## src/rtl/assert_macros.svh

```systemverilog
// assertion helpers included by adll_seq
`ifndef ASSERT_MACROS_SVH
`define ASSERT_MACROS_SVH

// check an expression at every clock edge outside reset
`define ASSERT_ALWAYS(lbl, expr, msg) \
    lbl: assert property (@(posedge i_clk) disable iff (!i_rst_n) (expr)) \
        else $error(msg);

// check that an antecedent implies a consequent in the same cycle
`define ASSERT_IMPLY(lbl, ante, cons, msg) \
    lbl: assert property (@(posedge i_clk) disable iff (!i_rst_n) (ante) |-> (cons)) \
        else $error(msg);

`endif

```

## src/rtl/adll_pkg.sv

```systemverilog
`default_nettype none

package adll_pkg;

    localparam int POOL_DEPTH = 16;
    localparam int SLOT_W     = (POOL_DEPTH > 1) ? $clog2(POOL_DEPTH) : 1;
    localparam int LINK_W     = $clog2(POOL_DEPTH + 1);
    localparam int KEY_W      = 32;
    localparam int OUT_SLOT_W = 4;

    typedef logic [SLOT_W-1:0] t_addr;
    typedef logic [LINK_W-1:0] t_link;

    localparam t_link LINK_NULL = LINK_W'(POOL_DEPTH);

    localparam logic FN_INSERT = 1'b0;
    localparam logic FN_DELETE = 1'b1;

    typedef enum logic [1:0] {
        ST_DONE    = 2'd0,
        ST_FULL    = 2'd1,
        ST_MISSING = 2'd2
    } t_status;

    typedef struct packed {
        logic                    func;
        logic signed [KEY_W-1:0] key_value;
    } t_cmd;

    typedef struct packed {
        t_status               status;
        logic [OUT_SLOT_W-1:0] slot;
        logic                  list_empty;
    } t_rsp;

    // one read address for all three memories, one write port on each
    typedef struct packed {
        t_addr                   rd_addr;
        logic                    next_we;
        t_addr                   next_addr;
        t_link                   next_data;
        logic                    prev_we;
        t_addr                   prev_addr;
        t_link                   prev_data;
        logic                    key_we;
        t_addr                   key_addr;
        logic signed [KEY_W-1:0] key_data;
    } t_mem_req;

    typedef struct packed {
        t_link                   rd_next;
        t_link                   rd_prev;
        logic signed [KEY_W-1:0] rd_key;
    } t_mem_rsp;

    function automatic logic is_slot(input t_link p);
        return p < LINK_NULL;
    endfunction

    function automatic t_addr link_addr(input t_link p);
        return p[SLOT_W-1:0];
    endfunction

endpackage

`default_nettype wire

```

## src/rtl/adll_store.sv

```systemverilog
`default_nettype none

module adll_store (
    input  wire logic              i_clk,
    input  wire logic              i_rst_n,
    input  wire adll_pkg::t_mem_req i_req,
    output adll_pkg::t_mem_rsp      o_rsp
);
    import adll_pkg::*;

    t_link                   r_next_mem [POOL_DEPTH];
    t_link                   r_prev_mem [POOL_DEPTH];
    logic signed [KEY_W-1:0] r_key_mem  [POOL_DEPTH];
    logic [POOL_DEPTH-1:0]   r_next_vld;
    t_link                   r_rd_next;
    t_link                   r_rd_prev;
    logic signed [KEY_W-1:0] r_rd_key;

    // an unwritten next link reads as its reset value, the following slot
    always_ff @(posedge i_clk) begin
        if (!i_rst_n) begin
            r_next_vld <= '0;
        end else if (i_req.next_we) begin
            r_next_vld[i_req.next_addr] <= 1'b1;
        end
    end

    always_ff @(posedge i_clk) begin
        if (i_req.next_we) begin
            r_next_mem[i_req.next_addr] <= i_req.next_data;
        end
        if (i_req.prev_we) begin
            r_prev_mem[i_req.prev_addr] <= i_req.prev_data;
        end
        if (i_req.key_we) begin
            r_key_mem[i_req.key_addr] <= i_req.key_data;
        end
        r_rd_next <= r_next_vld[i_req.rd_addr] ? r_next_mem[i_req.rd_addr]
                                              : LINK_W'(i_req.rd_addr) + LINK_W'(1);
        r_rd_prev <= r_prev_mem[i_req.rd_addr];
        r_rd_key  <= r_key_mem[i_req.rd_addr];
    end

    assign o_rsp.rd_next = r_rd_next;
    assign o_rsp.rd_prev = r_rd_prev;
    assign o_rsp.rd_key  = r_rd_key;

endmodule

`default_nettype wire

```

## src/rtl/adll_seq.sv

```systemverilog
`default_nettype none

module adll_seq (
    input  wire logic               i_clk,
    input  wire logic               i_rst_n,
    input  wire logic               i_start,
    input  wire adll_pkg::t_cmd     i_cmd,
    input  wire adll_pkg::t_mem_rsp i_mem,
    output adll_pkg::t_mem_req      o_mem,
    output logic                    o_busy,
    output logic                    o_strobe,
    output adll_pkg::t_rsp          o_rsp
);
    import adll_pkg::*;

    `include "assert_macros.svh"

    typedef enum logic [1:0] {
        S_IDLE,
        S_INS,
        S_WALK,
        S_UNLINK
    } t_state;

    t_state                  r_state,     n_state;
    t_link                   r_list_head, n_list_head;
    t_link                   r_free_head, n_free_head;
    t_addr                   r_cur,       n_cur;
    t_link                   r_steps,     n_steps;
    logic signed [KEY_W-1:0] r_key,       n_key;
    t_link                   r_p,         n_p;
    t_link                   r_n,         n_n;
    logic                    r_strobe,    n_strobe;
    t_rsp                    r_rsp,       n_rsp;
    logic                    key_hit;

    // shared key comparator used at every step of the walk
    assign key_hit = (i_mem.rd_key == r_key);

    always_comb begin
        n_state     = r_state;
        n_list_head = r_list_head;
        n_free_head = r_free_head;
        n_cur       = r_cur;
        n_steps     = r_steps;
        n_key       = r_key;
        n_p         = r_p;
        n_n         = r_n;
        n_strobe    = 1'b0;
        n_rsp       = r_rsp;
        o_mem       = '0;
        unique case (r_state)
            S_IDLE: begin
                if (i_start) begin
                    n_key = i_cmd.key_value;
                    if (i_cmd.func == FN_INSERT) begin
                        if (!is_slot(r_free_head)) begin
                            n_strobe = 1'b1;
                            n_rsp    = '{ST_FULL, '0, !is_slot(r_list_head)};
                        end else begin
                            o_mem.rd_addr = link_addr(r_free_head);
                            // old head points back at the node being taken
                            if (is_slot(r_list_head)) begin
                                o_mem.prev_we   = 1'b1;
                                o_mem.prev_addr = link_addr(r_list_head);
                                o_mem.prev_data = r_free_head;
                            end
                            n_cur   = link_addr(r_free_head);
                            n_state = S_INS;
                        end
                    end else begin
                        if (!is_slot(r_list_head)) begin
                            n_strobe = 1'b1;
                            n_rsp    = '{ST_MISSING, '0, 1'b1};
                        end else begin
                            o_mem.rd_addr = link_addr(r_list_head);
                            n_cur   = link_addr(r_list_head);
                            n_steps = '0;
                            n_state = S_WALK;
                        end
                    end
                end
            end
            S_INS: begin
                o_mem.next_we   = 1'b1;
                o_mem.next_addr = r_cur;
                o_mem.next_data = r_list_head;
                o_mem.key_we    = 1'b1;
                o_mem.key_addr  = r_cur;
                o_mem.key_data  = r_key;
                o_mem.prev_we   = 1'b1;
                o_mem.prev_addr = r_cur;
                o_mem.prev_data = LINK_NULL;
                n_free_head     = i_mem.rd_next;
                n_list_head     = LINK_W'(r_cur);
                n_strobe        = 1'b1;
                n_rsp           = '{ST_DONE, OUT_SLOT_W'(r_cur), 1'b0};
                n_state         = S_IDLE;
            end
            S_WALK: begin
                if (key_hit) begin
                    // freed node goes onto the free chain right away
                    o_mem.next_we   = 1'b1;
                    o_mem.next_addr = r_cur;
                    o_mem.next_data = r_free_head;
                    n_free_head     = LINK_W'(r_cur);
                    n_p             = i_mem.rd_prev;
                    n_n             = i_mem.rd_next;
                    n_state         = S_UNLINK;
                end else if (!is_slot(i_mem.rd_next) || r_steps == LINK_NULL) begin
                    n_strobe = 1'b1;
                    n_rsp    = '{ST_MISSING, '0, !is_slot(r_list_head)};
                    n_state  = S_IDLE;
                end else begin
                    o_mem.rd_addr = link_addr(i_mem.rd_next);
                    n_cur   = link_addr(i_mem.rd_next);
                    n_steps = r_steps + LINK_W'(1);
                end
            end
            S_UNLINK: begin
                if (is_slot(r_n)) begin
                    o_mem.prev_we   = 1'b1;
                    o_mem.prev_addr = link_addr(r_n);
                    o_mem.prev_data = r_p;
                end
                if (is_slot(r_p)) begin
                    o_mem.next_we   = 1'b1;
                    o_mem.next_addr = link_addr(r_p);
                    o_mem.next_data = r_n;
                end else begin
                    n_list_head = r_n;
                end
                n_strobe = 1'b1;
                n_rsp    = '{ST_DONE, OUT_SLOT_W'(r_cur), !is_slot(r_p) && !is_slot(r_n)};
                n_state  = S_IDLE;
            end
            default: begin
                n_state = S_IDLE;
            end
        endcase
    end

    always_ff @(posedge i_clk) begin
        if (!i_rst_n) begin
            r_state     <= S_IDLE;
            r_list_head <= LINK_NULL;
            r_free_head <= '0;
            r_steps     <= '0;
            r_strobe    <= 1'b0;
        end else begin
            r_state     <= n_state;
            r_list_head <= n_list_head;
            r_free_head <= n_free_head;
            r_steps     <= n_steps;
            r_strobe    <= n_strobe;
        end
        r_cur <= n_cur;
        r_key <= n_key;
        r_p   <= n_p;
        r_n   <= n_n;
        r_rsp <= n_rsp;
    end

    assign o_busy   = (r_state != S_IDLE);
    assign o_strobe = r_strobe;
    assign o_rsp    = r_rsp;

    `ASSERT_IMPLY(a_strobe_idle, r_strobe, r_state == S_IDLE, "result shown while still busy")
    `ASSERT_IMPLY(a_fail_slot_zero, r_strobe && r_rsp.status != ST_DONE, r_rsp.slot == '0,
        "failed transaction reports a nonzero slot")
    `ASSERT_ALWAYS(a_steps_bound, r_steps <= LINK_NULL, "walk ran past the pool depth")
    `ASSERT_ALWAYS(a_link_range, r_free_head <= LINK_NULL && r_list_head <= LINK_NULL,
        "head link out of range")

endmodule

`default_nettype wire

```

## src/rtl/array_doubly_linked_list.sv

```systemverilog
// insert: strobe registered out of S_INS; full: strobe registered straight from idle. delete:
// S_WALK reads one node per cycle through the registered memory read and the shared key
// comparator, for up to POOL_DEPTH steps, then goes to S_UNLINK on a hit or reports not found;
// an empty list gives not found straight from idle. busy falls in the strobe cycle, so the next
// start can follow it. synchronous active-low reset empties the list and threads every slot onto
// the free chain at once through per-entry valid bits; the receiver cannot stall results
`default_nettype none

module array_doubly_linked_list (
    input  wire logic           i_clk,
    input  wire logic           i_rst_n,
    input  wire logic           start,
    input  wire adll_pkg::t_cmd i_cmd,
    output logic                busy,
    output logic                o_strobe,
    output adll_pkg::t_rsp      o_rsp
);
    import adll_pkg::*;

    t_mem_req mem_req;
    t_mem_rsp mem_rsp;

    adll_seq u_seq (
        .i_clk    (i_clk),
        .i_rst_n  (i_rst_n),
        .i_start  (start),
        .i_cmd    (i_cmd),
        .i_mem    (mem_rsp),
        .o_mem    (mem_req),
        .o_busy   (busy),
        .o_strobe (o_strobe),
        .o_rsp    (o_rsp)
    );

    adll_store u_store (
        .i_clk   (i_clk),
        .i_rst_n (i_rst_n),
        .i_req   (mem_req),
        .o_rsp   (mem_rsp)
    );

endmodule

`default_nettype wire
```

## config.mk

```make
export PLATFORM = sky130hd
export DESIGN_NAME = array_doubly_linked_list
export DESIGN_NICKNAME = d
export VERILOG_FILES = /design/src/rtl/adll_pkg.sv /design/src/rtl/adll_store.sv /design/src/rtl/adll_seq.sv /design/src/rtl/array_doubly_linked_list.sv
export VERILOG_INCLUDE_DIRS = /design/src /design/src/rtl
export SDC_FILE = /design/constraint.sdc
export NUM_CORES = 1
export LEC_CHECK = 0
export ABC_AREA = 1
export BUFFER_PORTS_ARGS = -buffer_cell sky130_fd_sc_hd__buf_2
export CORE_MARGIN = 2
export CORE_UTILIZATION = 33
export CTS_CLUSTER_SIZE = 25
export DETAILED_ROUTE_END_ITERATION = 16
export MAX_ROUTING_LAYER = met4
export SKIP_CTS_REPAIR_TIMING = 1
export SLEW_MARGIN = 10
export SYNTH_ARGS = -nofsm -noshare
export SYNTH_HDL_FRONTEND = slang
export SYNTH_SLANG_ARGS = --single-unit
export TNS_END_PERCENT = 100
```

## constraint.sdc

```tcl
create_clock -name i_clk -period 5.19 [get_ports i_clk]
set_clock_uncertainty 0.2 [all_clocks]
set_input_delay 1.038 -clock i_clk [delete_from_list [all_inputs] [get_ports i_clk]]
set_output_delay 1.038 -clock i_clk [all_outputs]
set_load 0.03 [all_outputs]
```

==> results.tsv <==
stage	metric	value	unit
sta	unrepaired setup endpoints after global routing	false	
setup_path	Cell Chain, Critical Path	xnor2_1, nand2_1, nor2_1, nand2_1, nor2_2, nand2_2, inv_1, nor2_1, nand2_1, nand2_4, inv_4, buf_4, o211ai_1, nand3_1, nand2_1	
worst_hold_path	hold crit path type	reg2reg	
global_routing	number of global-route vias before repair	19732	
sta	transition at the pin with the smallest max-transition slack	1.203	ns
logic_synthesis	synthesized cell area	32530	sq um
cts	CTS root buf	clkbuf_16	
placed_design	count of input and output buffers	44	
drt	DRT Wirelength	82850	um
job	number of max-cap violations	0	
power_and_ir_drop	switching share of total power	0.2495	
setup_path	master of the slowest instance on the critical path	inv_4	
final_layout	commonest non-fill, non-tap cell in the layout	edfxtp_1	
sta	shortest clock period the worst path allows after layout	3.917	ns
power_and_ir_drop	Max rail drop VDD	0.2324	mV
drt	DRC violation count after routing	0	
drt	remaining number of nets flagged by the antenna check after routing	0	
die	effective utilization at floorplan	0.3320	
die	floorplan die width	318.0	um
final_layout	Ant. Diodes	0	
cts	CTS tree	done	
logic_synthesis	Synth Net Count	2586	
global_routing	overflow left after global routing	0	
final_layout	share of cells above drive strength 1	0.1137	
drt	detail-routed via count per cell	5.100	
die	height of the die	318.0	um
logic_synthesis	post-synthesis register bit count	801	
run_status	outcome	complete, no violations	
die	die outline area	101100	sq um
cts	CTS clk-pin slew, worst paths	0.06	ns
die	Top Ports	45	
setup_path	Worst path most repeated cell	nand2_1	
final_layout	top library cells by usage in the layout, fill and taps aside	edfxtp_1, o211ai_1, nor2_1	
drt	Pre-antenna DRT Iters	6	
global_routing	wire length of the first global-routing pass	125000	um
cts	Sink Count	801	
drt	routed length per instance	21.06	um
global_routing	initial antenna violation count	2	
logic_synthesis	Unique masters post-synth	43	
die	placement row count	115	
power_and_ir_drop	Net Switching	3.817	mW
drt	Vias	20064	
drt	topmost layer with routed signal wires	met4	
sta	final setup TNS	0	ns
logic_synthesis	average cell area after synthesis	12.77	sq um
cts	latest clock arrival within the worst-skew pair	0.64	ns
drt	WL met2	40220	um
power_and_ir_drop	static power due to leakage	13.09	nW
sta	number of endpoints failing setup at the final stage	0	
sta	final cycle utilization of the critical path	0.7547	
global_routing	total global-route track usage	0.1665	
placed_design	last weighted congestion value of the routability-driven placer	0.9008	
setup_path	required time at the worst-slack endpoint	5.50	ns
power_and_ir_drop	total power of the final layout	15.30	mW
logic_synthesis	Main synth FF type	edfxtp_1	
setup_path	Worst Path Max Fanout	56	
logic_synthesis	proportion of synthesized chip area in sequential cells	0.7161	
sta	number of slew-limit violations in the final report	0	
logic_synthesis	synthesis warning total	0	
cts	total number of H-tree levels	3	
cts	maximum clock path buffer count	3	
setup_path	critical path startpoint category	flip-flop	
logic_synthesis	number of enable-type register cells in the synthesized netlist	725	
power_and_ir_drop	combinational fraction of design power	0.115	
cts	TritonCTS Buffers	83	
power_and_ir_drop	power density over cell area	412.3	nW/um^2
logic_synthesis	Synth Instances	2547	
drt	number of DRC markers after the initial detailed-route iteration	2147	
setup_path	data arrival time of the critical path	4.23	ns
power_and_ir_drop	part of the total power dissipated in sequential elements	0.480	
setup_path	CP Capture Type	flip-flop	
sta	maximum clock rate	255.3	MHz
die	Core Footprint	97990	sq um
global_routing	maximum number of pins on one net before global-route repair	175	
placed_design	half-perimeter wire length after placement	44050	um
setup_path	Setup Crit Path Kind	reg2reg	
final_layout	Final Net Count	2616	
sta	Slew HR	0.1933	
final_layout	synthesis-to-layout area growth	14.08	%
setup_path	highest cell delay on the worst timing path	0.73	ns
logic_synthesis	ys async rst share	0	
drt	Met3 Routed Length	4996	um
drt	met1 layer wirelength in the final routing	35590	um
power_and_ir_drop	cell-internal power	11.48	mW
power_and_ir_drop	share of total power in the clock network	0.405	
sta	Fin. Hold Viols	0	
-- Yosys cell counts, drive strengths merged (2+ instances only) --
| library cell | n | area share |
|---|---|---|
| o21ai | 170 | 0.027 |
| a32o | 3 | 0.00092 |
| nand3 | 173 | 0.027 |
| nor2 | 287 | 0.035 |
| o221ai | 8 | 0.0022 |
| or2 | 149 | 0.029 |
| a31oi | 13 | 0.0025 |
| xnor2 | 26 | 0.0070 |
| nand2 | 249 | 0.030 |
| nand4 | 3 | 0.00058 |
| clkinv | 2 | 0.00023 |
| o211ai | 299 | 0.069 |
| o22ai | 3 | 0.00058 |
| edfxtp | 725 | 0.67 |
| xor2 | 5 | 0.0013 |
| ha | 3 | 0.0012 |
| inv | 162 | 0.019 |
| clkbuf | 66 | 0.0076 |
| nand3b | 25 | 0.0058 |
| a21oi | 5 | 0.00077 |
| buf | 87 | 0.016 |
| a211oi | 3 | 0.00069 |
| nor3 | 2 | 0.00031 |
| dfxtp | 76 | 0.047 |
-- registers in the layout, summed over array words and instances, names as in the netlist, 7 cells and up --
| register | cells |
|---|---|
| u_seq.r_key | 32 |
| u_store.r_prev_mem | 80 |
| u_store.r_next_vld | 16 |
| u_seq.o_rsp | 7 |
| u_store.r_next_mem | 80 |
| u_store.r_rd_key | 32 |
| u_store.r_key_mem | 512 |
-- power by group through the flow --
stage / clock network, mW / registers (mW) / logic (mW)
after floorplan: 0 / 7.45 / 1.26
after global placement: 0 / 7.49 / 1.76
after detailed placement: 0 / 7.48 / 1.77
after CTS: 6.29 / 7.35 / 1.78
after global routing: 6.54 / 7.36 / 1.96
final: 6.19 / 7.35 / 1.76
-- area by class of cell --
cell class | instances | area (sq um)
inverter | 164 | 635.6
clock buffer | 116 | 2355
sequential | 801 | 23290
fill | 9147 | 60880
timing repair buffer | 98 | 738.2
multi-input combinational | 1429 | 7984
tap | 1287 | 1610
clock inverter | 39 | 493.0
-- through the flow --
stage,hold WS (ns),instance area [sq um],cells,util,setup slack [ns]
5_1_grt,0.1982,37110,3934,0.3787,1.048
6_report,0.2048,37110,3934,0.3787,1.273
4_1_cts,0.1949,37110,3934,0.3787,1.198
2_1_floorplan,0.1855,32530,2547,-,1.173
3_3_place_gp,0.1939,34260,3779,0.3496,1.083
3_5_place_dp,0.1978,34260,3779,0.3496,1.068
-- cell families (layout without fill, tap and decap cells) --
logic type / count (synthesis) / count (layout) / share of synthesized area
buf+inv: 317 / 417 / 0.04300
flops: 801 / 801 / 0.7161
simple gates: 888 / 888 / 0.1272
xor+xnor: 31 / 31 / 0.008347
fa+ha+maj: 3 / 3 / 0.001154
compound gates: 507 / 507 / 0.1042
-- path summary, 6_finish.rpt --
kind                                      startpoint              endpoint  slack (ns)  cells past startpoint
worst min register to register  u_store.r_rd_prev[2]          u_seq.r_p[2]        0.20                      0
worst max register to register        u_seq.r_key[5]  u_store.r_rd_key[21]        1.27                     15
worst min-delay path            u_store.r_rd_prev[2]          u_seq.r_p[2]        0.20                      0
worst max-delay path                  u_seq.r_key[5]  u_store.r_rd_key[21]        1.27                     15
-- worst max-delay path: cells and delay by family, from the launching register on --
kind	cells	cell delay (ns)
AO/OA/AOI/OAI	1	0.15
XOR/XNOR	1	0.17
flip-flops	1	0.41
AND/OR/NAND/NOR	10	1.52
buffers and inverters	3	1.31
-- metal layers --
metal | vias to the layer above | global-route usage
met3 | 161 | 0.02509
met5 | - | -
met4 | 0 | 0.05122
met1 | 9933 | 0.2162
li1 | 9304 | -
met2 | 666 | 0.2696
No activity file was read; power rests on OpenSTA's default activity.
